==> src/rtl/core/hid_keyboard_report_key_tracker_unit_macros.svh <==
// Assertion macros shared by the key tracker RTL
`ifndef HID_KEYBOARD_REPORT_KEY_TRACKER_UNIT_MACROS_SVH
`define HID_KEYBOARD_REPORT_KEY_TRACKER_UNIT_MACROS_SVH

// same-cycle implication
`define HIDKT_ASSERT_IMP(label, clk, rst_n, ante, cons) \
    label: assert property (@(posedge clk) disable iff (!rst_n) (ante) |-> (cons)) \
        else $error("hidkt assertion failed");

// next-cycle implication
`define HIDKT_ASSERT_NXT(label, clk, rst_n, ante, cons) \
    label: assert property (@(posedge clk) disable iff (!rst_n) (ante) |=> (cons)) \
        else $error("hidkt assertion failed");

`endif

==> src/rtl/core/hidkt_pkg.sv <==
// Types and constants of the keyboard report key tracker
package hidkt_pkg;

    localparam int KEY_W      = 8;
    localparam int KEY_COUNT  = 256;
    localparam int SLOT_COUNT = 6;
    localparam int LEN_W      = 7;
    localparam int TICK_PORT_W = 32;
    localparam int CFG_IDX_W  = 3;

    localparam logic [LEN_W-1:0] MIN_REPORT_LEN = 7'd8;

    // modifier bit positions
    localparam int MOD_LEFT_CTRL   = 0;
    localparam int MOD_LEFT_SHIFT  = 1;
    localparam int MOD_LEFT_ALT    = 2;
    localparam int MOD_RIGHT_CTRL  = 4;
    localparam int MOD_RIGHT_SHIFT = 5;

    // configuration register indexes
    localparam logic [CFG_IDX_W-1:0] CFG_LEFT_CTRL   = 3'd0;
    localparam logic [CFG_IDX_W-1:0] CFG_LEFT_SHIFT  = 3'd1;
    localparam logic [CFG_IDX_W-1:0] CFG_LEFT_ALT    = 3'd2;
    localparam logic [CFG_IDX_W-1:0] CFG_RIGHT_CTRL  = 3'd3;
    localparam logic [CFG_IDX_W-1:0] CFG_RIGHT_SHIFT = 3'd4;

    localparam logic [KEY_W-1:0] RST_LEFT_CTRL   = 8'd224;
    localparam logic [KEY_W-1:0] RST_LEFT_SHIFT  = 8'd225;
    localparam logic [KEY_W-1:0] RST_LEFT_ALT    = 8'd226;
    localparam logic [KEY_W-1:0] RST_RIGHT_CTRL  = 8'd228;
    localparam logic [KEY_W-1:0] RST_RIGHT_SHIFT = 8'd229;

    typedef struct packed {
        logic [KEY_W-1:0] left_ctrl;
        logic [KEY_W-1:0] left_shift;
        logic [KEY_W-1:0] left_alt;
        logic [KEY_W-1:0] right_ctrl;
        logic [KEY_W-1:0] right_shift;
    } t_mod_codes;

    typedef logic [SLOT_COUNT-1:0][KEY_W-1:0] t_slots;

    typedef enum logic [1:0] {
        ST_CLEAR,
        ST_IDLE,
        ST_SCAN,
        ST_FLUSH
    } t_state;

endpackage

==> src/rtl/core/hid_keyboard_report_key_tracker_unit.sv <==
// Keyboard report key tracker: top level
//
// Input channel (i_in_valid / o_in_stall) takes one boot keyboard report:
// modifier byte, six key slots, byte length and the current tick. A report
// shorter than 8 bytes is taken and dropped.
// A full report starts a scan of the 256-entry pressed memory, one key per
// cycle while the scan is not paused, through a read / compare / write-back
// loop on a RAM with a registered read port; each key whose state changes is
// written back with the tick and gives one item on the output channel
// (o_out_valid / i_out_stall), in ascending key order. o_last_event marks the
// final item of a report. The memory scan, plus pipeline fill and flush, sets
// the time a report takes. Each change waits in a pending register and moves
// to the output the cycle after the next change is compared; the last one
// moves to the output from the flush state after key 255 is compared.
// A stalled output holds its item; the scan pauses while another change is
// found with the pending register full and the output stalled.
// Configuration writes (i_cfg_valid / o_cfg_ready, index 0..4) are always
// taken and must only be issued while the block is idle.
// Reset returns the modifier codes to their defaults and runs a clearing pass
// over all 256 entries of both memories, during which o_in_stall stays high.
module hid_keyboard_report_key_tracker_unit
    import hidkt_pkg::*;
#(
    parameter int TICK_WIDTH = 32
) (
    input  logic                   i_clk,
    input  logic                   i_rst_n,
    input  logic                   i_in_valid,
    output logic                   o_in_stall,
    input  logic [7:0]             i_modifier_bits,
    input  logic [KEY_W-1:0]       i_key_slot_a,
    input  logic [KEY_W-1:0]       i_key_slot_b,
    input  logic [KEY_W-1:0]       i_key_slot_c,
    input  logic [KEY_W-1:0]       i_key_slot_d,
    input  logic [KEY_W-1:0]       i_key_slot_e,
    input  logic [KEY_W-1:0]       i_key_slot_f,
    input  logic [LEN_W-1:0]       i_report_length,
    input  logic [TICK_PORT_W-1:0] i_now_tick,
    input  logic                   i_cfg_valid,
    output logic                   o_cfg_ready,
    input  logic [CFG_IDX_W-1:0]   i_cfg_index,
    input  logic [KEY_W-1:0]       i_cfg_data,
    output logic                   o_out_valid,
    input  logic                   i_out_stall,
    output logic [KEY_W-1:0]       o_changed_key,
    output logic                   o_now_pressed,
    output logic [TICK_PORT_W-1:0] o_change_tick,
    output logic                   o_last_event
);

`include "hid_keyboard_report_key_tracker_unit_macros.svh"

    t_state                  r_state, n_state;
    t_mod_codes              r_codes;
    logic [7:0]              r_mods;
    t_slots                  r_slots;
    logic [TICK_WIDTH-1:0]   r_tick;
    logic [TICK_WIDTH-1:0]   r_last_change;
    logic [KEY_W-1:0]        r_clr_idx;
    logic [KEY_W:0]          r_issue_idx;
    logic                    r_s2_valid;
    logic [KEY_W-1:0]        r_s2_idx;
    logic                    r_rd_bit;
    logic                    r_pend_valid;
    logic [KEY_W-1:0]        r_pend_key;
    logic                    r_pend_pressed;
    logic                    r_out_valid;
    logic [KEY_W-1:0]        r_out_key;
    logic                    r_out_pressed;
    logic                    r_out_last;
    logic [TICK_PORT_W-1:0]  r_out_tick;

    logic                    r_mem_pressed [KEY_COUNT];
    logic [TICK_WIDTH-1:0]   r_mem_time    [KEY_COUNT];

    logic                    w_accept;
    logic                    w_full_report;
    logic                    w_next_bit;
    logic                    w_diff;
    logic                    w_out_free;
    logic                    w_s2_hold;
    logic                    w_rd_en;
    logic                    w_push;
    logic                    w_push_out;
    logic                    w_flush_out;
    logic                    w_clr;
    logic                    w_wr_en;
    logic [KEY_W-1:0]        w_wr_addr;
    logic                    w_wr_bit;
    logic [TICK_WIDTH-1:0]   w_wr_time;
    logic [63:0]             w_tick_in_ext;
    logic [63:0]             w_tick_out_ext;
    logic [TICK_PORT_W-1:0]  w_tick_out;

    assign o_in_stall    = (r_state != ST_IDLE);
    assign o_cfg_ready   = 1'b1;
    assign w_accept      = i_in_valid && !o_in_stall;
    assign w_full_report = (i_report_length >= MIN_REPORT_LEN);

    assign w_tick_in_ext  = {32'd0, i_now_tick};
    assign w_tick_out_ext = 64'(r_tick);
    assign w_tick_out     = w_tick_out_ext[TICK_PORT_W-1:0];

    hidkt_key_decode u_key_decode (
        .i_codes   (r_codes),
        .i_mods    (r_mods),
        .i_slots   (r_slots),
        .i_key     (r_s2_idx),
        .o_pressed (w_next_bit)
    );

    assign w_diff      = r_s2_valid && (w_next_bit != r_rd_bit);
    assign w_out_free  = !r_out_valid || !i_out_stall;
    assign w_s2_hold   = w_diff && r_pend_valid && !w_out_free;
    assign w_rd_en     = (r_state == ST_SCAN) && !r_issue_idx[KEY_W] && !w_s2_hold;
    assign w_push      = w_diff && !w_s2_hold;
    assign w_push_out  = w_push && r_pend_valid;
    assign w_flush_out = (r_state == ST_FLUSH) && r_pend_valid && w_out_free;
    assign w_clr       = (r_state == ST_CLEAR);

    assign w_wr_en   = w_clr || w_push;
    assign w_wr_addr = w_clr ? r_clr_idx : r_s2_idx;
    assign w_wr_bit  = w_clr ? 1'b0 : w_next_bit;
    assign w_wr_time = w_clr ? '0 : r_tick;

    always_comb begin
        n_state = r_state;
        unique case (r_state)
            ST_CLEAR: begin
                if (r_clr_idx == '1) begin
                    n_state = ST_IDLE;
                end
            end
            ST_IDLE: begin
                if (w_accept && w_full_report) begin
                    n_state = ST_SCAN;
                end
            end
            ST_SCAN: begin
                if (r_issue_idx[KEY_W] && !r_s2_valid) begin
                    n_state = ST_FLUSH;
                end
            end
            ST_FLUSH: begin
                if (!r_pend_valid || w_out_free) begin
                    n_state = ST_IDLE;
                end
            end
            default: begin
                n_state = ST_IDLE;
            end
        endcase
    end

    always_ff @(posedge i_clk) begin
        if (!i_rst_n) begin
            r_state       <= ST_CLEAR;
            r_clr_idx     <= '0;
            r_issue_idx   <= '0;
            r_s2_valid    <= 1'b0;
            r_pend_valid  <= 1'b0;
            r_out_valid   <= 1'b0;
            r_last_change <= '0;
            r_codes       <= '{RST_LEFT_CTRL, RST_LEFT_SHIFT, RST_LEFT_ALT,
                               RST_RIGHT_CTRL, RST_RIGHT_SHIFT};
        end else begin
            r_state <= n_state;
            if (w_clr) begin
                r_clr_idx <= r_clr_idx + 1'b1;
            end
            if (w_accept) begin
                r_issue_idx <= '0;
            end else if (w_rd_en) begin
                r_issue_idx <= r_issue_idx + 1'b1;
            end
            if (!w_s2_hold) begin
                r_s2_valid <= w_rd_en;
            end
            if (w_flush_out) begin
                r_pend_valid <= 1'b0;
            end else if (w_push) begin
                r_pend_valid <= 1'b1;
            end
            if (w_push_out || w_flush_out) begin
                r_out_valid <= 1'b1;
            end else if (!i_out_stall) begin
                r_out_valid <= 1'b0;
            end
            if (w_push) begin
                r_last_change <= r_tick;
            end
            if (i_cfg_valid && o_cfg_ready) begin
                unique case (i_cfg_index)
                    CFG_LEFT_CTRL:   r_codes.left_ctrl   <= i_cfg_data;
                    CFG_LEFT_SHIFT:  r_codes.left_shift  <= i_cfg_data;
                    CFG_LEFT_ALT:    r_codes.left_alt    <= i_cfg_data;
                    CFG_RIGHT_CTRL:  r_codes.right_ctrl  <= i_cfg_data;
                    CFG_RIGHT_SHIFT: r_codes.right_shift <= i_cfg_data;
                    default: begin
                    end
                endcase
            end
        end
    end

    always_ff @(posedge i_clk) begin
        if (w_accept) begin
            r_mods  <= i_modifier_bits;
            r_slots <= {i_key_slot_f, i_key_slot_e, i_key_slot_d,
                        i_key_slot_c, i_key_slot_b, i_key_slot_a};
            r_tick  <= w_tick_in_ext[TICK_WIDTH-1:0];
        end
        if (w_rd_en) begin
            r_s2_idx <= r_issue_idx[KEY_W-1:0];
        end
        if (w_push) begin
            r_pend_key     <= r_s2_idx;
            r_pend_pressed <= w_next_bit;
        end
        if (w_push_out || w_flush_out) begin
            r_out_key     <= r_pend_key;
            r_out_pressed <= r_pend_pressed;
            r_out_last    <= w_flush_out;
            r_out_tick    <= w_tick_out;
        end
    end

    // key state memories: one write port; one registered read port on the pressed memory
    always_ff @(posedge i_clk) begin
        if (w_wr_en) begin
            r_mem_pressed[w_wr_addr] <= w_wr_bit;
            r_mem_time[w_wr_addr]    <= w_wr_time;
        end
        if (w_rd_en) begin
            r_rd_bit <= r_mem_pressed[r_issue_idx[KEY_W-1:0]];
        end
    end

    assign o_out_valid   = r_out_valid;
    assign o_changed_key = r_out_key;
    assign o_now_pressed = r_out_pressed;
    assign o_change_tick = r_out_tick;
    assign o_last_event  = r_out_last;

    `HIDKT_ASSERT_IMP(a_pend_empty_idle, i_clk, i_rst_n,
        (r_state == ST_IDLE), !r_pend_valid)
    `HIDKT_ASSERT_IMP(a_s2_only_scan, i_clk, i_rst_n,
        r_s2_valid, (r_state == ST_SCAN))
    `HIDKT_ASSERT_IMP(a_issue_bound, i_clk, i_rst_n,
        r_issue_idx[KEY_W], (r_issue_idx[KEY_W-1:0] == '0))
    `HIDKT_ASSERT_NXT(a_flush_marks_last, i_clk, i_rst_n,
        ((r_state == ST_FLUSH) && r_pend_valid && w_out_free),
        (o_out_valid && o_last_event))

endmodule

==> src/rtl/core/hidkt_key_decode.sv <==
// New pressed state of one key from the latched report
module hidkt_key_decode
    import hidkt_pkg::*;
(
    input  t_mod_codes       i_codes,
    input  logic [7:0]       i_mods,
    input  t_slots           i_slots,
    input  logic [KEY_W-1:0] i_key,
    output logic             o_pressed
);

    logic w_mod_bit;
    logic w_slot_hit;

    // later modifier assignment wins on shared codes
    always_comb begin
        priority if (i_key == i_codes.right_shift) begin
            w_mod_bit = i_mods[MOD_RIGHT_SHIFT];
        end else if (i_key == i_codes.right_ctrl) begin
            w_mod_bit = i_mods[MOD_RIGHT_CTRL];
        end else if (i_key == i_codes.left_alt) begin
            w_mod_bit = i_mods[MOD_LEFT_ALT];
        end else if (i_key == i_codes.left_shift) begin
            w_mod_bit = i_mods[MOD_LEFT_SHIFT];
        end else if (i_key == i_codes.left_ctrl) begin
            w_mod_bit = i_mods[MOD_LEFT_CTRL];
        end else begin
            w_mod_bit = 1'b0;
        end
    end

    always_comb begin
        w_slot_hit = 1'b0;
        for (int s = 0; s < SLOT_COUNT; s++) begin
            if ((i_slots[s] != '0) && (i_slots[s] == i_key)) begin
                w_slot_hit = 1'b1;
            end
        end
    end

    assign o_pressed = w_mod_bit | w_slot_hit;

endmodule
==> config.mk <==
export PLATFORM = sky130hd
export DESIGN_NAME = hid_keyboard_report_key_tracker_unit
export DESIGN_NICKNAME = d
export VERILOG_FILES = /design/src/rtl/core/hidkt_pkg.sv /design/src/rtl/core/hid_keyboard_report_key_tracker_unit.sv /design/src/rtl/core/hidkt_key_decode.sv
export VERILOG_INCLUDE_DIRS = /design/src /design/src/rtl/core
export SDC_FILE = /design/constraint.sdc
export NUM_CORES = 1
export LEC_CHECK = 0
export BUFFER_PORTS_ARGS = -buffer_cell sky130_fd_sc_hd__buf_2
export CAP_MARGIN = 20
export CORE_MARGIN = 5
export CORE_UTILIZATION = 60
export CTS_CLUSTER_DIAMETER = 100
export DETAILED_ROUTE_END_ITERATION = 6
export HOLD_SLACK_MARGIN = 0.08
export PLACE_DENSITY = 0.8
export SETUP_SLACK_MARGIN = 0.1
export SLEW_MARGIN = 20
export SYNTH_ARGS = -nofsm -noshare
export SYNTH_HDL_FRONTEND = slang
export SYNTH_HIERARCHICAL = 1
export SYNTH_SLANG_ARGS = --single-unit
export TNS_END_PERCENT = 50
==> constraint.sdc <==
create_clock -name i_clk -period 19.6 [get_ports i_clk]
set_input_delay 4.9 -clock i_clk [delete_from_list [all_inputs] [get_ports i_clk]]
set_output_delay 4.9 -clock i_clk [all_outputs]
set_load 0.01 [all_outputs]
* After elaboration in Yosys (flattened, before gate mapping)
Memory sizes are Yosys's and may differ from the RTL's. A register that Yosys moved wholly into a read port is not among the register bits. Cells that the tools add are included.
Storage, ports and cells: bits in writable memories 256, memories kept 1, output and inout bits 45, register bits 207
Memories:
- r_mem_pressed | depth 256, width 1, rd ports 1, clocked after Yosys merged registers in 1, write ports 1, line hid_keyboard_report_key_tracker_unit.sv:73 | logic r_mem_pressed [KEY_COUNT];
Cells by class: reduce and logical (&&, ||, !) cells 46, bitwise gates (word level) 2, muxes and demuxes 22, magnitude comparators 1, equal/unequal tests 26, add/sub/neg operators 2
Operators with widths (count):
- 8-bit equality test | 11
- 8-bit nonzero test | 6
- 1-bit logical AND | 18
- 1-bit two-way mux | 16
- 2-bit by 1-bit != test with 1-bit output, second input constant | 5
- 2-bit AND reduction | 5
- 9-bit by 1-bit adder with 9-bit output, second input constant | 1
- 8-bit by 1-bit adder with 8-bit output, second input constant | 1
- 8-bit equality test, second input constant | 1
- 1-bit logical NOT | 8
- 2-bit two-way mux | 4
- 8-bit two-way mux | 1
- 2-bit case mux with 4 select lines | 1
- 7-bit by 4-bit >= comparator with 1-bit output, second input constant | 1
- 3-bit by 2-bit equality test with 1-bit output, second input constant | 2
- 2-bit equality test, second input constant | 2
- 1-bit logical OR | 4
- 4-bit AND reduction | 1
- 2-bit OR reduction | 2
- 3-bit by 1-bit equality test with 1-bit output, second input constant | 1
- 3-bit equality test, second input constant | 1
- 3-bit logical NOT | 1
- 2-bit by 1-bit equality test with 1-bit output, second input constant | 1
- 2-bit logical NOT | 1
- other kinds (4) | 4

* Logic depth before layout (Yosys ltp)
Gate-level depths: netlist of run 1.
word-level depth 18, depth in mapped cells 15

* Hierarchy
The synthesis of run 1 kept the hierarchy.
By module, submodules not included:
- hid_keyboard_report_key_tracker_unit | cells an instance 1285, times used 1, area an instance 18453.9 um^2
- hidkt_key_decode | cells an instance 157, times used 1, area an instance 1258.7 um^2

* Worst setup path after synthesis of run 1
No wires, ideal clock.
path kind flip-flop to flip-flop, from register r_s2_idx[1], to memory r_mem_pressed[0] (data pin), arrival time 8021 ps, buffers on the path 1, slack 10123 ps, stages on the path, launching flop included 8, cells stage by stage edfxtp_1 > buf_4 > xor2_1 > or4_4 > a211o_1 > nand4_1 > a211o_1 > nor2b_1
On the way: cells in the longest elaborated chain, start to end 10, elaborated cells on any way between the ends 30, those cells by class eq/ne (11); mux (12); bitwise (1); reduce/logical (6)
RTL lines:
- start: declaration | line hid_keyboard_report_key_tracker_unit.sv:62 | logic [KEY_W-1:0] r_s2_idx;
- start signal: assignment | line hid_keyboard_report_key_tracker_unit.sv:214 | r_s2_idx <= r_issue_idx[KEY_W-1:0];
- 8-bit equality test | line hidkt_key_decode.sv:35 | if ((i_slots[s] != '0) && (i_slots[s] == i_key)) begin
- 1-bit logical AND | line hidkt_key_decode.sv:35
- 1-bit two-way mux (6 in a row) | line hidkt_key_decode.sv:35
- 1-bit bitwise OR (*) | line hidkt_key_decode.sv:41 | assign o_pressed = w_mod_bit | w_slot_hit;
- named net w_next_bit | line hid_keyboard_report_key_tracker_unit.sv:78 | logic w_next_bit;
- 1-bit two-way mux (*) | line hid_keyboard_report_key_tracker_unit.sv:123 | assign w_wr_bit = w_clr ? 1'b0 : w_next_bit;
- named net w_wr_bit | line hid_keyboard_report_key_tracker_unit.sv:89 | logic w_wr_bit;
- end: declaration | line hid_keyboard_report_key_tracker_unit.sv:73
Mark *: on every way through the listed nets, which the timed path passes. The rest lies on a longest branch.

* Worst setup path in the final report of run 1
from input i_out_stall, to memory r_mem_pressed[199] (enable)
On the way: cells in the longest elaborated chain, start to end 9
RTL lines:
- start: declaration | line hid_keyboard_report_key_tracker_unit.sv:44 | input logic i_out_stall,
- 1-bit logical NOT
- 1-bit logical OR | line hid_keyboard_report_key_tracker_unit.sv:113 | assign w_out_free = !r_out_valid || !i_out_stall;
- 1-bit logical NOT | line hid_keyboard_report_key_tracker_unit.sv:114 | assign w_s2_hold = w_diff && r_pend_valid && !w_out_free;
- 1-bit logical AND | line hid_keyboard_report_key_tracker_unit.sv:114
- 1-bit logical NOT
- 1-bit logical AND | line hid_keyboard_report_key_tracker_unit.sv:116 | assign w_push = w_diff && !w_s2_hold;
- 1-bit logical OR | line hid_keyboard_report_key_tracker_unit.sv:121 | assign w_wr_en = w_clr || w_push;
- 1-bit two-way mux | line hid_keyboard_report_key_tracker_unit.sv:230 | if (w_wr_en) begin
- 1-bit two-way mux
No other way between the ends.

==> results of run 1 <==
[final cells by class]
class | instances | area (um^2)
fillers | 2210 | 10400
clock inverters | 18 | 85.1
diodes | 5 | 12.5
flip-flops and latches | 463 | 13300
well taps | 442 | 553
inverters | 17 | 63.8
clock buffers | 68 | 1350
repair buffers | 162 | 861
multi-input cells | 872 | 5840
[final timing paths]
kind / endpoint / slack (ns) / cells after the start
hold / removal: o_change_tick[23]$_DFFE_PP_ / 0.41 / 0
setup reg to reg: r_mem_pressed[199]$_DFFE_PP_ / 14.43 / 11
setup / recovery: r_mem_pressed[199]$_DFFE_PP_ / 12.63 / 5
hold reg to reg: o_change_tick[23]$_DFFE_PP_ / 0.41 / 0
[through the flow]
| step | area, um^2 | power, uW |
|---|---|---|
| 2_1_floorplan | 19600 | 1100 |
| 3_3_place_gp | 20600 | 1120 |
| 3_5_place_dp | 20600 | 1120 |
| 4_1_cts | 22000 | 1940 |
| 5_1_grt | 22000 | 1990 |
| 6_report | 22000 | 1940 |
[power by group]
part	internal (uW)	switching (uW)	total, uW
combinational	14.2	24.2	38.3
sequential	1060	2.81	1060
clock	476	357	833
total	1550	384	1940
[cells in the final DEF (no fill, tap or decap), drive strengths merged, types with 7 or more instances in the layout]
cell type and n:
edfxtp 401, nor2 283, buf 162, nand2 143, clkbuf 68, dfxtp 62, xor2 58, mux4 56
nand3 54, xnor2 37, mux2i 29, a21boi 24, clkinv 18, inv 17, nand4 17, nor4 17
nand2b 14, a21oi 14, and2 12, o21ai 12, nor2b 11, o22ai 10, o32ai 10, mux2 7
a211oi 7
[worst max-delay path, delay by kind of cell]
kind            cells  cell delay [ns]
buf+inv             1             0.11
compound gates      1             0.56
simple gates        3             1.60
[layer usage]
| metal | up-vias | global-route usage | share of wire |
|---|---|---|---|
| met4 | 0 | 0.0729 | 0.027 |
| met3 | 105 | 0.0485 | 0.11 |
| met1 | 6065 | 0.342 | 0.38 |
| met2 | 695 | 0.399 | 0.48 |
| li1 | 5464 | - | - |
| met5 | - | 0 | 0 |
[registers in the layout (all words and copies together) (netlist names), 2 cells and up]
name	count
o_change_tick	32
r_issue_idx	9
r_state	2
r_s2_idx	8
o_changed_key	8
r_mods	5
r_codes	40
r_mem_pressed	256
r_clr_idx	8
r_slots	48
r_tick	32
r_pend_key	8
==> impl_metrics.xml, run 1 <==
<?xml version="1.0" encoding="UTF-8"?>
<metrics>
  <group name="final_layout">
    <metric name="final_cell_count_no_fill" unit="">2047</metric>
    <metric name="layout-area-overhead-vs-synth" unit="%">12.4</metric>
    <metric name="final_net_count" unit="">1681</metric>
    <metric name="final_util" unit="">0.679</metric>
    <metric name="final_layout_size_suffix_gt1_frac" unit="">0.192</metric>
  </group>
  <group name="global_routing">
    <metric name="pin_count_of_the_biggest_net_entering_global_routing" unit="">133</metric>
    <metric name="grt_pass1_wl" unit="mm">68.8</metric>
    <metric name="globalRouteOverflowTotal" unit="">0</metric>
    <metric name="grt_pass1_vias" unit="">12092</metric>
    <metric name="initial_antenna_violation_count" unit="">0</metric>
    <metric name="global_route.usage.total" unit="">0.246</metric>
  </group>
  <group name="floorplanning">
    <metric name="die_area" unit="um^2">36400</metric>
    <metric name="rows" unit="">66</metric>
    <metric name="core-area" unit="um^2">32500</metric>
    <metric name="io_pins" unit="">156</metric>
    <metric name="height_of_the_die" unit="um">191</metric>
    <metric name="die_w" unit="um">191</metric>
    <metric name="starting_density" unit="">0.605</metric>
  </group>
  <group name="sta">
    <metric name="hold-worst-slack" unit="ns">0.411</metric>
    <metric name="final_critical_path_setup_slack" unit="ns">12.63</metric>
    <metric name="finalCriticalPeriod" unit="ns">6.97</metric>
    <metric name="fmax" unit="MHz">144</metric>
    <metric name="worst_pin_slew" unit="ns">1.16</metric>
    <metric name="maxSlewViolCount" unit="">0</metric>
    <metric name="timing.final.setup_violations" unit="">0</metric>
    <metric name="final_min_period_over_clock_period" unit="">0.355</metric>
    <metric name="final.setup_skew" unit="ns">0.0250</metric>
    <metric name="slew_headroom" unit="">0.230</metric>
    <metric name="grt_setup_unrepaired" unit="">no</metric>
    <metric name="aggregate_negative_setup_slack" unit="ns">0</metric>
    <metric name="finalHoldViolCount" unit="">0</metric>
  </group>
  <group name="detailed_routing">
    <metric name="post_drt_via_cell_ratio" unit="">6.02</metric>
    <metric name="route.final.wire_length" unit="mm">45.2</metric>
    <metric name="drt_pass1_iterations" unit="">6</metric>
    <metric name="antenna_left" unit="">0</metric>
    <metric name="wire_length_per_cell" unit="um">22.1</metric>
    <metric name="drc" unit="">0</metric>
    <metric name="drt-initial-drc-count" unit="">1586</metric>
    <metric name="vias" unit="">12329</metric>
  </group>
  <group name="clock_tree">
    <metric name="cts_tree" unit="">done</metric>
    <metric name="cts_max_level" unit="">2</metric>
    <metric name="worst_setup_hold_path_clk_slew" unit="ns">0.06</metric>
    <metric name="cts.hold.buffers_added" unit="">0</metric>
    <metric name="cts.repair_timing.setup_buffer_count" unit="">0</metric>
    <metric name="total_cts_buffers" unit="">48</metric>
    <metric name="clock_sinks" unit="">463</metric>
    <metric name="cts-root-to-sink-buffers" unit="">3</metric>
    <metric name="clock_insertion_delay_worst_skew" unit="ns">0.56</metric>
    <metric name="cts-resized-gates" unit="">0</metric>
    <metric name="clk_root_buffer_cell" unit="">sky130_fd_sc_hd__clkbuf_16</metric>
  </group>
  <group name="power_and_ir_drop">
    <metric name="power_per_cell_area" unit="nW/um^2">87.8</metric>
    <metric name="ir_worst_vdd" unit="V">0.0000732</metric>
    <metric name="power.static_leakage" unit="uW">0.00738</metric>
  </group>
  <group name="flow_run">
    <metric name="maxCapViolations" unit="">0</metric>
  </group>
  <group name="critical_path">
    <metric name="max_fo_critical_path" unit="">18</metric>
    <metric name="critPathCaptureType" unit="">register</metric>
    <metric name="start_kind" unit="">input pin</metric>
    <metric name="cp-startpoint" unit="">i_out_stall</metric>
    <metric name="required" unit="ns">19.82</metric>
    <metric name="r2r_start" unit="">r_s2_idx[7]$_DFFE_PP_</metric>
    <metric name="worst_path_max_delay_cell" unit="">sky130_fd_sc_hd__nand3_1</metric>
    <metric name="worst-setup-path-type" unit="">in2reg</metric>
    <metric name="cell_chain_of_the_critical_path" unit="">buf_2 -&gt; and3_1 -&gt; o21bai_2 -&gt; nand3_1 -&gt; nor2_1</metric>
    <metric name="critical-path-max-stage-delay" unit="ns">0.98</metric>
    <metric name="data_arrival_time_of_the_critical_path" unit="ns">7.19</metric>
  </group>
  <group name="worst_hold_path">
    <metric name="min-delay-path-class" unit="">reg2reg</metric>
    <metric name="worstHoldStart" unit="">r_tick[23]$_DFFE_PP_</metric>
  </group>
  <group name="place">
    <metric name="hpwlAfterDp" unit="mm">27.3</metric>
    <metric name="routabilityCongestion" unit="">0.855</metric>
    <metric name="buffer_ports.inserted" unit="">148</metric>
    <metric name="placed_cells" unit="">1955</metric>
    <metric name="preCtsSetupSlack" unit="ns">11.66</metric>
  </group>
  <group name="yosys">
    <metric name="synth_cells" unit="">1439</metric>
    <metric name="netlist_area" unit="um^2">19600</metric>
    <metric name="synth-warning-count" unit="">6</metric>
    <metric name="syn-mean-instance-area" unit="um^2">13.6</metric>
    <metric name="synth_nets" unit="">1556</metric>
  </group>
  <group name="status">
    <metric name="run_status" unit="">finished clean</metric>
  </group>
</metrics>
(Power assumes the default switching activity.)
==> run 2: changes to the inputs <==
clock period = 6.7 ns   (was 19.6 ns; I/O delays follow)
==> run 2 against run 1 <==
Compared with the run above: sequential share of layout area shrank 0.49 points; critical path depth grew 6; register-to-register slack lost 13 ns; worst hold slack gained 0.0077 ns; non-clock buffer count grew 10; largest cell class unchanged.
==> impl_metrics.xml, run 2 (synthesis results as in run 1) <==
<?xml version="1.0" encoding="UTF-8"?>
<metrics>
  <group name="power_and_ir_drop">
    <metric name="switching_share_of_power" unit="">0.197</metric>
    <metric name="power_frac_seq" unit="">0.536</metric>
    <metric name="switching_power" unit="uW">1140</metric>
    <metric name="power.share.clock" unit="">0.444</metric>
    <metric name="internal_cell_power" unit="uW">4660</metric>
    <metric name="power_per_cell_area" unit="nW/um^2">261</metric>
    <metric name="power.static_leakage" unit="uW">0.00746</metric>
    <metric name="comb_power_share" unit="">0.020</metric>
    <metric name="totalPowerFinal" unit="uW">5810</metric>
    <metric name="ir_worst_vdd" unit="V">0.000215</metric>
  </group>
  <group name="final_layout">
    <metric name="mostFrequentLayoutCells" unit="">sky130_fd_sc_hd__edfxtp_1, sky130_fd_sc_hd__nor2_1, sky130_fd_sc_hd__buf_2, sky130_fd_sc_hd__nand2_1, sky130_fd_sc_hd__dfxtp_1</metric>
    <metric name="final_net_count" unit="">1690</metric>
    <metric name="n_fill_cell" unit="">2222</metric>
    <metric name="final_cell_count_no_fill" unit="">2060</metric>
    <metric name="max_flop_register" unit="">r_mem_pressed</metric>
    <metric name="largestRegisters" unit="">r_mem_pressed (256), r_slots (48), r_codes (40)</metric>
    <metric name="final_layout_size_suffix_gt1_frac" unit="">0.202</metric>
    <metric name="mostFrequentLayoutCell" unit="">sky130_fd_sc_hd__edfxtp_1</metric>
    <metric name="layout-area-overhead-vs-synth" unit="%">13.3</metric>
    <metric name="flip_flop_count_of_the_largest_register_all_copies_and_words_added" unit="">256</metric>
  </group>
  <group name="critical_path">
    <metric name="max_fo_critical_path" unit="">18</metric>
    <metric name="r2r_start" unit="">r_s2_idx[4]$_DFFE_PP_</metric>
    <metric name="required" unit="ns">6.95</metric>
    <metric name="worst_r2r_endpoint" unit="">r_mem_pressed[234]$_DFFE_PP_</metric>
    <metric name="worst-setup-path-type" unit="">reg2reg</metric>
    <metric name="critPathCaptureType" unit="">register</metric>
    <metric name="start_kind" unit="">register</metric>
    <metric name="data_arrival_time_of_the_critical_path" unit="ns">5.27</metric>
    <metric name="worst-r2r-setup-slack" unit="ns">1.68</metric>
    <metric name="reg2regPathDepth" unit="">11</metric>
  </group>
  <group name="sta">
    <metric name="worst_pin_slew" unit="ns">1.11</metric>
    <metric name="grt_setup_unrepaired" unit="">no</metric>
    <metric name="hold-worst-slack" unit="ns">0.419</metric>
    <metric name="timing.final.setup_violations" unit="">0</metric>
    <metric name="slew_headroom" unit="">0.258</metric>
    <metric name="finalCriticalPeriod" unit="ns">5.02</metric>
    <metric name="final.setup_skew" unit="ns">0.0216</metric>
    <metric name="aggregate_negative_setup_slack" unit="ns">0</metric>
    <metric name="fmax" unit="MHz">199</metric>
    <metric name="maxSlewViolCount" unit="">0</metric>
    <metric name="final_min_period_over_clock_period" unit="">0.750</metric>
    <metric name="finalHoldViolCount" unit="">0</metric>
  </group>
  <group name="worst_hold_path">
    <metric name="min-delay-path-class" unit="">reg2reg</metric>
    <metric name="worst_hold_path.num_cells" unit="">0</metric>
    <metric name="worstHoldStart" unit="">r_pend_key[3]$_DFFE_PP_</metric>
    <metric name="worst_hold_path.endpoint" unit="">o_changed_key[3]$_DFFE_PP_</metric>
  </group>
  <group name="clock_tree">
    <metric name="cts-root-to-sink-buffers" unit="">3</metric>
    <metric name="clock_insertion_delay_worst_skew" unit="ns">0.56</metric>
    <metric name="clock_sinks" unit="">463</metric>
    <metric name="cts_max_level" unit="">2</metric>
    <metric name="cts.repair_timing.setup_buffer_count" unit="">0</metric>
    <metric name="worst_setup_hold_path_clk_slew" unit="ns">0.06</metric>
    <metric name="cts-resized-gates" unit="">0</metric>
    <metric name="cts_tree" unit="">done</metric>
    <metric name="clk_root_buffer_cell" unit="">sky130_fd_sc_hd__clkbuf_16</metric>
    <metric name="total_cts_buffers" unit="">47</metric>
    <metric name="cts.hold.buffers_added" unit="">0</metric>
  </group>
  <group name="global_routing">
    <metric name="use_met3" unit="">0.0555</metric>
    <metric name="grt_pass1_wl" unit="mm">67.4</metric>
    <metric name="globalRouteOverflowTotal" unit="">0</metric>
    <metric name="global_route.usage.total" unit="">0.241</metric>
    <metric name="initial_antenna_violation_count" unit="">1</metric>
    <metric name="pin_count_of_the_biggest_net_entering_global_routing" unit="">257</metric>
    <metric name="globalRoute.busiestLayer" unit="">met2</metric>
    <metric name="use_met2" unit="">0.392</metric>
    <metric name="groute.layer.met1.usage" unit="">0.332</metric>
    <metric name="grt_pass1_vias" unit="">11890</metric>
  </group>
  <group name="floorplanning">
    <metric name="starting_density" unit="">0.605</metric>
    <metric name="io_pins" unit="">156</metric>
    <metric name="rows" unit="">66</metric>
    <metric name="core-area" unit="um^2">32500</metric>
    <metric name="die_area" unit="um^2">36400</metric>
    <metric name="die_w" unit="um">191</metric>
    <metric name="height_of_the_die" unit="um">191</metric>
  </group>
  <group name="place">
    <metric name="hpwlAfterDp" unit="mm">26.9</metric>
    <metric name="placed_cells" unit="">1965</metric>
    <metric name="routabilityCongestion" unit="">0.840</metric>
    <metric name="buffer_ports.inserted" unit="">148</metric>
  </group>
  <group name="detailed_routing">
    <metric name="drc" unit="">0</metric>
    <metric name="drt-initial-drc-count" unit="">1116</metric>
    <metric name="vias" unit="">12243</metric>
    <metric name="wire_length_per_cell" unit="um">21.6</metric>
    <metric name="post_drt_via_cell_ratio" unit="">5.94</metric>
    <metric name="route.final.wire_length" unit="mm">44.6</metric>
    <metric name="drt_pass1_iterations" unit="">7</metric>
    <metric name="antenna_left" unit="">0</metric>
  </group>
  <group name="flow_run">
    <metric name="maxCapViolations" unit="">0</metric>
  </group>
  <group name="status">
    <metric name="run_status" unit="">finished clean</metric>
  </group>
</metrics>
[run 2: per-stage QoR]
step / instance area [um^2] / setup WS (ns) / util
global route: 22200 / 1.40 / 0.684
floorplan: 19600 / 0.379 / -
finish: 22200 / 1.68 / 0.685
detailed placement: 20700 / 1.32 / 0.637
global placement: 20700 / 1.51 / 0.636
CTS: 22200 / 1.29 / 0.684
[run 2: worst max path at each step]
stage | from | endpoint | slack, ns | cells after the start
final | r_s2_idx[4]$_DFFE_PP_ | r_mem_pressed[234]$_DFFE_PP_ | 1.68 | 11
after CTS | r_s2_idx[4]$_DFFE_PP_ | r_mem_pressed[234]$_DFFE_PP_ | 1.29 | 11
after floorplan | r_s2_idx[1]$_DFFE_PP_ | r_mem_pressed[0]$_DFFE_PP_ | 0.38 | 7
after global routing | r_s2_idx[4]$_DFFE_PP_ | r_mem_pressed[234]$_DFFE_PP_ | 1.40 | 11
after detailed placement | r_s2_idx[2]$_DFFE_PP_ | r_mem_pressed[42]$_DFFE_PP_ | 1.32 | 11
after global placement | r_s2_idx[4]$_DFFE_PP_ | r_mem_pressed[58]$_DFFE_PP_ | 1.51 | 11
[run 2: layout make-up]
| cell class | count | area (um^2) | area share |
|---|---|---|---|
| antenna | 7 | 17.5 | 0.000788 |
| clock buffer | 53 | 1230 | 0.0553 |
| clock inverter | 34 | 299 | 0.0135 |
| inverter | 17 | 63.8 | 0.00287 |
| multi-input combinational | 872 | 5830 | 0.262 |
| sequential | 463 | 13300 | 0.598 |
| tap | 442 | 553 | 0.0249 |
| timing repair buffer | 172 | 946 | 0.0426 |
[run 2: worst max-delay path, stage by stage, from the launching register on]
cell and delay (ns):
sky130_fd_sc_hd__edfxtp_1 0.98, sky130_fd_sc_hd__inv_1 0.33, sky130_fd_sc_hd__o21ai_0 0.29, sky130_fd_sc_hd__or4_4 0.18, sky130_fd_sc_hd__a21oi_1 0.05, sky130_fd_sc_hd__or3_1 0.36
sky130_fd_sc_hd__a211o_1 0.35, sky130_fd_sc_hd__xor2_1 0.24, sky130_fd_sc_hd__nand2_1 0.11, sky130_fd_sc_hd__o21bai_2 0.58, sky130_fd_sc_hd__nand3_1 0.86, sky130_fd_sc_hd__nor2_1 0.38
[run 2: power by group through the flow]
stage / Sequential, uW / Combinational, uW / Clock, uW
after floorplan: 3170 / 52.6 / 0
after global routing: 3110 / 127 / 2740
after detailed placement: 3170 / 117 / 0
after CTS: 3110 / 118 / 2620
final: 3110 / 118 / 2580
after global placement: 3170 / 113 / 0
[run 2: metal layers]
layer  wire length [um]  vias to the layer above
li1                   -                     5500
met1              17400                     6048
met2              21300                      607
met3               4720                       86
met4               1080                        2
met5                 14                        -
==> run 3: changes to the inputs <==
ABC_AREA = 1   (was unset)
clock period = 5.3 ns   (was 6.7 ns; I/O delays follow)
==> run 3 against run 2 <==
Compared with the run above: cell count grew 30%; routed wire length rose by 11%; sequential cell count unchanged; non-clock buffer count fell by 6; first-iteration DRC count up 65%.
==> impl_metrics.xml, run 3 <==
<?xml version="1.0" encoding="UTF-8"?>
<metrics>
  <group name="clock_tree">
    <metric name="cts.repair_timing.setup_buffer_count" unit="">0</metric>
    <metric name="clock_insertion_delay_worst_skew" unit="ns">0.57</metric>
    <metric name="cts-resized-gates" unit="">0</metric>
    <metric name="cts_max_level" unit="">2</metric>
    <metric name="worst_setup_hold_path_clk_slew" unit="ns">0.06</metric>
    <metric name="total_cts_buffers" unit="">47</metric>
    <metric name="cts.hold.buffers_added" unit="">0</metric>
    <metric name="clock_sinks" unit="">463</metric>
    <metric name="cts_tree" unit="">done</metric>
    <metric name="cts-root-to-sink-buffers" unit="">3</metric>
    <metric name="clk_root_buffer_cell" unit="">sky130_fd_sc_hd__clkbuf_16</metric>
  </group>
  <group name="sta">
    <metric name="finalCriticalPeriod" unit="ns">4.34</metric>
    <metric name="final.setup_skew" unit="ns">0.0183</metric>
    <metric name="hold-worst-slack" unit="ns">0.418</metric>
    <metric name="grt_setup_unrepaired" unit="">no</metric>
    <metric name="fmax" unit="MHz">230</metric>
    <metric name="aggregate_negative_setup_slack" unit="ns">0</metric>
    <metric name="final_critical_path_setup_slack" unit="ns">0.955</metric>
    <metric name="timing.final.setup_violations" unit="">0</metric>
    <metric name="maxSlewViolCount" unit="">0</metric>
    <metric name="final_min_period_over_clock_period" unit="">0.820</metric>
    <metric name="worst_pin_slew" unit="ns">1.03</metric>
    <metric name="finalHoldViolCount" unit="">0</metric>
    <metric name="slew_headroom" unit="">0.315</metric>
  </group>
  <group name="global_routing">
    <metric name="global_route.usage.total" unit="">0.254</metric>
    <metric name="initial_antenna_violation_count" unit="">2</metric>
    <metric name="pin_count_of_the_biggest_net_entering_global_routing" unit="">257</metric>
    <metric name="globalRouteOverflowTotal" unit="">0</metric>
    <metric name="grt_pass1_wl" unit="mm">77.1</metric>
    <metric name="grt_pass1_vias" unit="">14435</metric>
  </group>
  <group name="power_and_ir_drop">
    <metric name="ir_worst_vdd" unit="V">0.000324</metric>
    <metric name="power_per_cell_area" unit="nW/um^2">434</metric>
    <metric name="totalPowerFinal" unit="uW">10000</metric>
    <metric name="power.static_leakage" unit="uW">0.00884</metric>
  </group>
  <group name="final_layout">
    <metric name="layout-area-overhead-vs-synth" unit="%">12.2</metric>
    <metric name="flip_flop_count_of_the_largest_register_all_copies_and_words_added" unit="">256</metric>
    <metric name="mostFrequentLayoutCells" unit="">sky130_fd_sc_hd__nor2_1, sky130_fd_sc_hd__nand2_1, sky130_fd_sc_hd__edfxtp_1, sky130_fd_sc_hd__inv_1, sky130_fd_sc_hd__buf_2</metric>
    <metric name="largestRegisters" unit="">r_mem_pressed (256), r_slots (48), r_codes (40)</metric>
    <metric name="mostFrequentLayoutCell" unit="">sky130_fd_sc_hd__nor2_1</metric>
    <metric name="max_flop_register" unit="">r_mem_pressed</metric>
    <metric name="post-route-cell-area" unit="um^2">23100</metric>
    <metric name="final_net_count" unit="">2312</metric>
    <metric name="final_layout_size_suffix_gt1_frac" unit="">0.130</metric>
  </group>
  <group name="detailed_routing">
    <metric name="vias" unit="">14961</metric>
    <metric name="post_drt_via_cell_ratio" unit="">5.57</metric>
    <metric name="antenna_left" unit="">0</metric>
    <metric name="route.final.wire_length" unit="mm">49.5</metric>
    <metric name="wire_length_per_cell" unit="um">18.4</metric>
    <metric name="drc" unit="">0</metric>
    <metric name="drt-initial-drc-count" unit="">1839</metric>
    <metric name="drt_pass1_iterations" unit="">6</metric>
  </group>
  <group name="place">
    <metric name="dpl-instance-area" unit="um^2">21500</metric>
    <metric name="preCtsSetupSlack" unit="ns">1.02</metric>
    <metric name="routabilityCongestion" unit="">0.893</metric>
    <metric name="hpwlAfterDp" unit="mm">30.3</metric>
    <metric name="buffer_ports.inserted" unit="">148</metric>
  </group>
  <group name="critical_path">
    <metric name="start_kind" unit="">register</metric>
    <metric name="worst-r2r-setup-slack" unit="ns">0.96</metric>
    <metric name="worst-setup-path-type" unit="">reg2reg</metric>
    <metric name="max_fo_critical_path" unit="">19</metric>
    <metric name="data_arrival_time_of_the_critical_path" unit="ns">4.61</metric>
    <metric name="required" unit="ns">5.56</metric>
    <metric name="critPathCaptureType" unit="">register</metric>
  </group>
  <group name="yosys">
    <metric name="synth_cells" unit="">2079</metric>
    <metric name="synth-warning-count" unit="">6</metric>
    <metric name="netlist_area" unit="um^2">20600</metric>
    <metric name="synth_nets" unit="">2196</metric>
    <metric name="syn-mean-instance-area" unit="um^2">9.90</metric>
  </group>
  <group name="worst_hold_path">
    <metric name="min-delay-path-class" unit="">reg2reg</metric>
  </group>
  <group name="floorplanning">
    <metric name="core-area" unit="um^2">33700</metric>
    <metric name="die_w" unit="um">195</metric>
    <metric name="height_of_the_die" unit="um">195</metric>
    <metric name="starting_density" unit="">0.611</metric>
    <metric name="die_area" unit="um^2">38100</metric>
    <metric name="io_pins" unit="">156</metric>
    <metric name="rows" unit="">67</metric>
  </group>
  <group name="flow_run">
    <metric name="maxCapViolations" unit="">0</metric>
  </group>
  <group name="status">
    <metric name="run_status" unit="">finished clean</metric>
  </group>
</metrics>
[run 3: layer usage]
metal  track usage  vias up  routed length [um]
met4        0.0799        2                1360
met1         0.343     7067               19500
li1              -     7036                   -
met2         0.420      745               23600
met3        0.0534      111                5040
met5             0        -                  13
[run 3: where the power goes]
group	total [uW]	internal, uW	leakage, uW	switching [uW]
sequential	4360	4190	0.00435	162
clock	3300	1980	0.000753	1320
combinational	2370	587	0.00374	1790
[run 3: final cells by class]
class / instances / area, um^2
clock buffer: 70 / 1380
tap: 448 / 561
timing repair buffer: 166 / 901
fill: 2493 / 10600
sequential: 463 / 13300
antenna: 8 / 20.0
multi-input combinational: 1344 / 6120
clock inverter: 15 / 175
inverter: 173 / 657
[run 3: per-stage QoR]
| step | cells | util |
|---|---|---|
| final | 2687 | 0.685 |
| after global routing | 2680 | 0.685 |
| after CTS | 2679 | 0.685 |
| after detailed placement | 2594 | 0.639 |
| after global placement | 2594 | 0.639 |
| after floorplan | 2079 | - |
[run 3: path summary, 6_finish.rpt]
kind	startpoint	endpoint	cells past startpoint
setup reg to reg	r_s2_idx[2]$_DFFE_PP_	r_mem_pressed[251]$_DFFE_PP_	17
hold / removal	r_pend_key[0]$_DFFE_PP_	o_changed_key[0]$_DFFE_PP_	0
hold reg to reg	r_pend_key[0]$_DFFE_PP_	o_changed_key[0]$_DFFE_PP_	0
setup / recovery	r_s2_idx[2]$_DFFE_PP_	r_mem_pressed[251]$_DFFE_PP_	17
[run 3: critical path, cell delays in order, from the launching register on]
cell and delay (ns):
sky130_fd_sc_hd__edfxtp_1 0.90, sky130_fd_sc_hd__xnor2_1 0.19, sky130_fd_sc_hd__nand2_1 0.08, sky130_fd_sc_hd__nor2_1 0.10, sky130_fd_sc_hd__nand4_1 0.19, sky130_fd_sc_hd__o21ai_1 0.18
sky130_fd_sc_hd__inv_1 0.06, sky130_fd_sc_hd__nand2_1 0.09, sky130_fd_sc_hd__nand2_1 0.18, sky130_fd_sc_hd__nand2_1 0.12, sky130_fd_sc_hd__nand2_1 0.05, sky130_fd_sc_hd__nor2_1 0.11
sky130_fd_sc_hd__inv_1 0.09, sky130_fd_sc_hd__nor2_2 0.37, sky130_fd_sc_hd__inv_1 0.22, sky130_fd_sc_hd__nand2_4 0.27, sky130_fd_sc_hd__nand2_1 0.52, sky130_fd_sc_hd__nor2_1 0.31
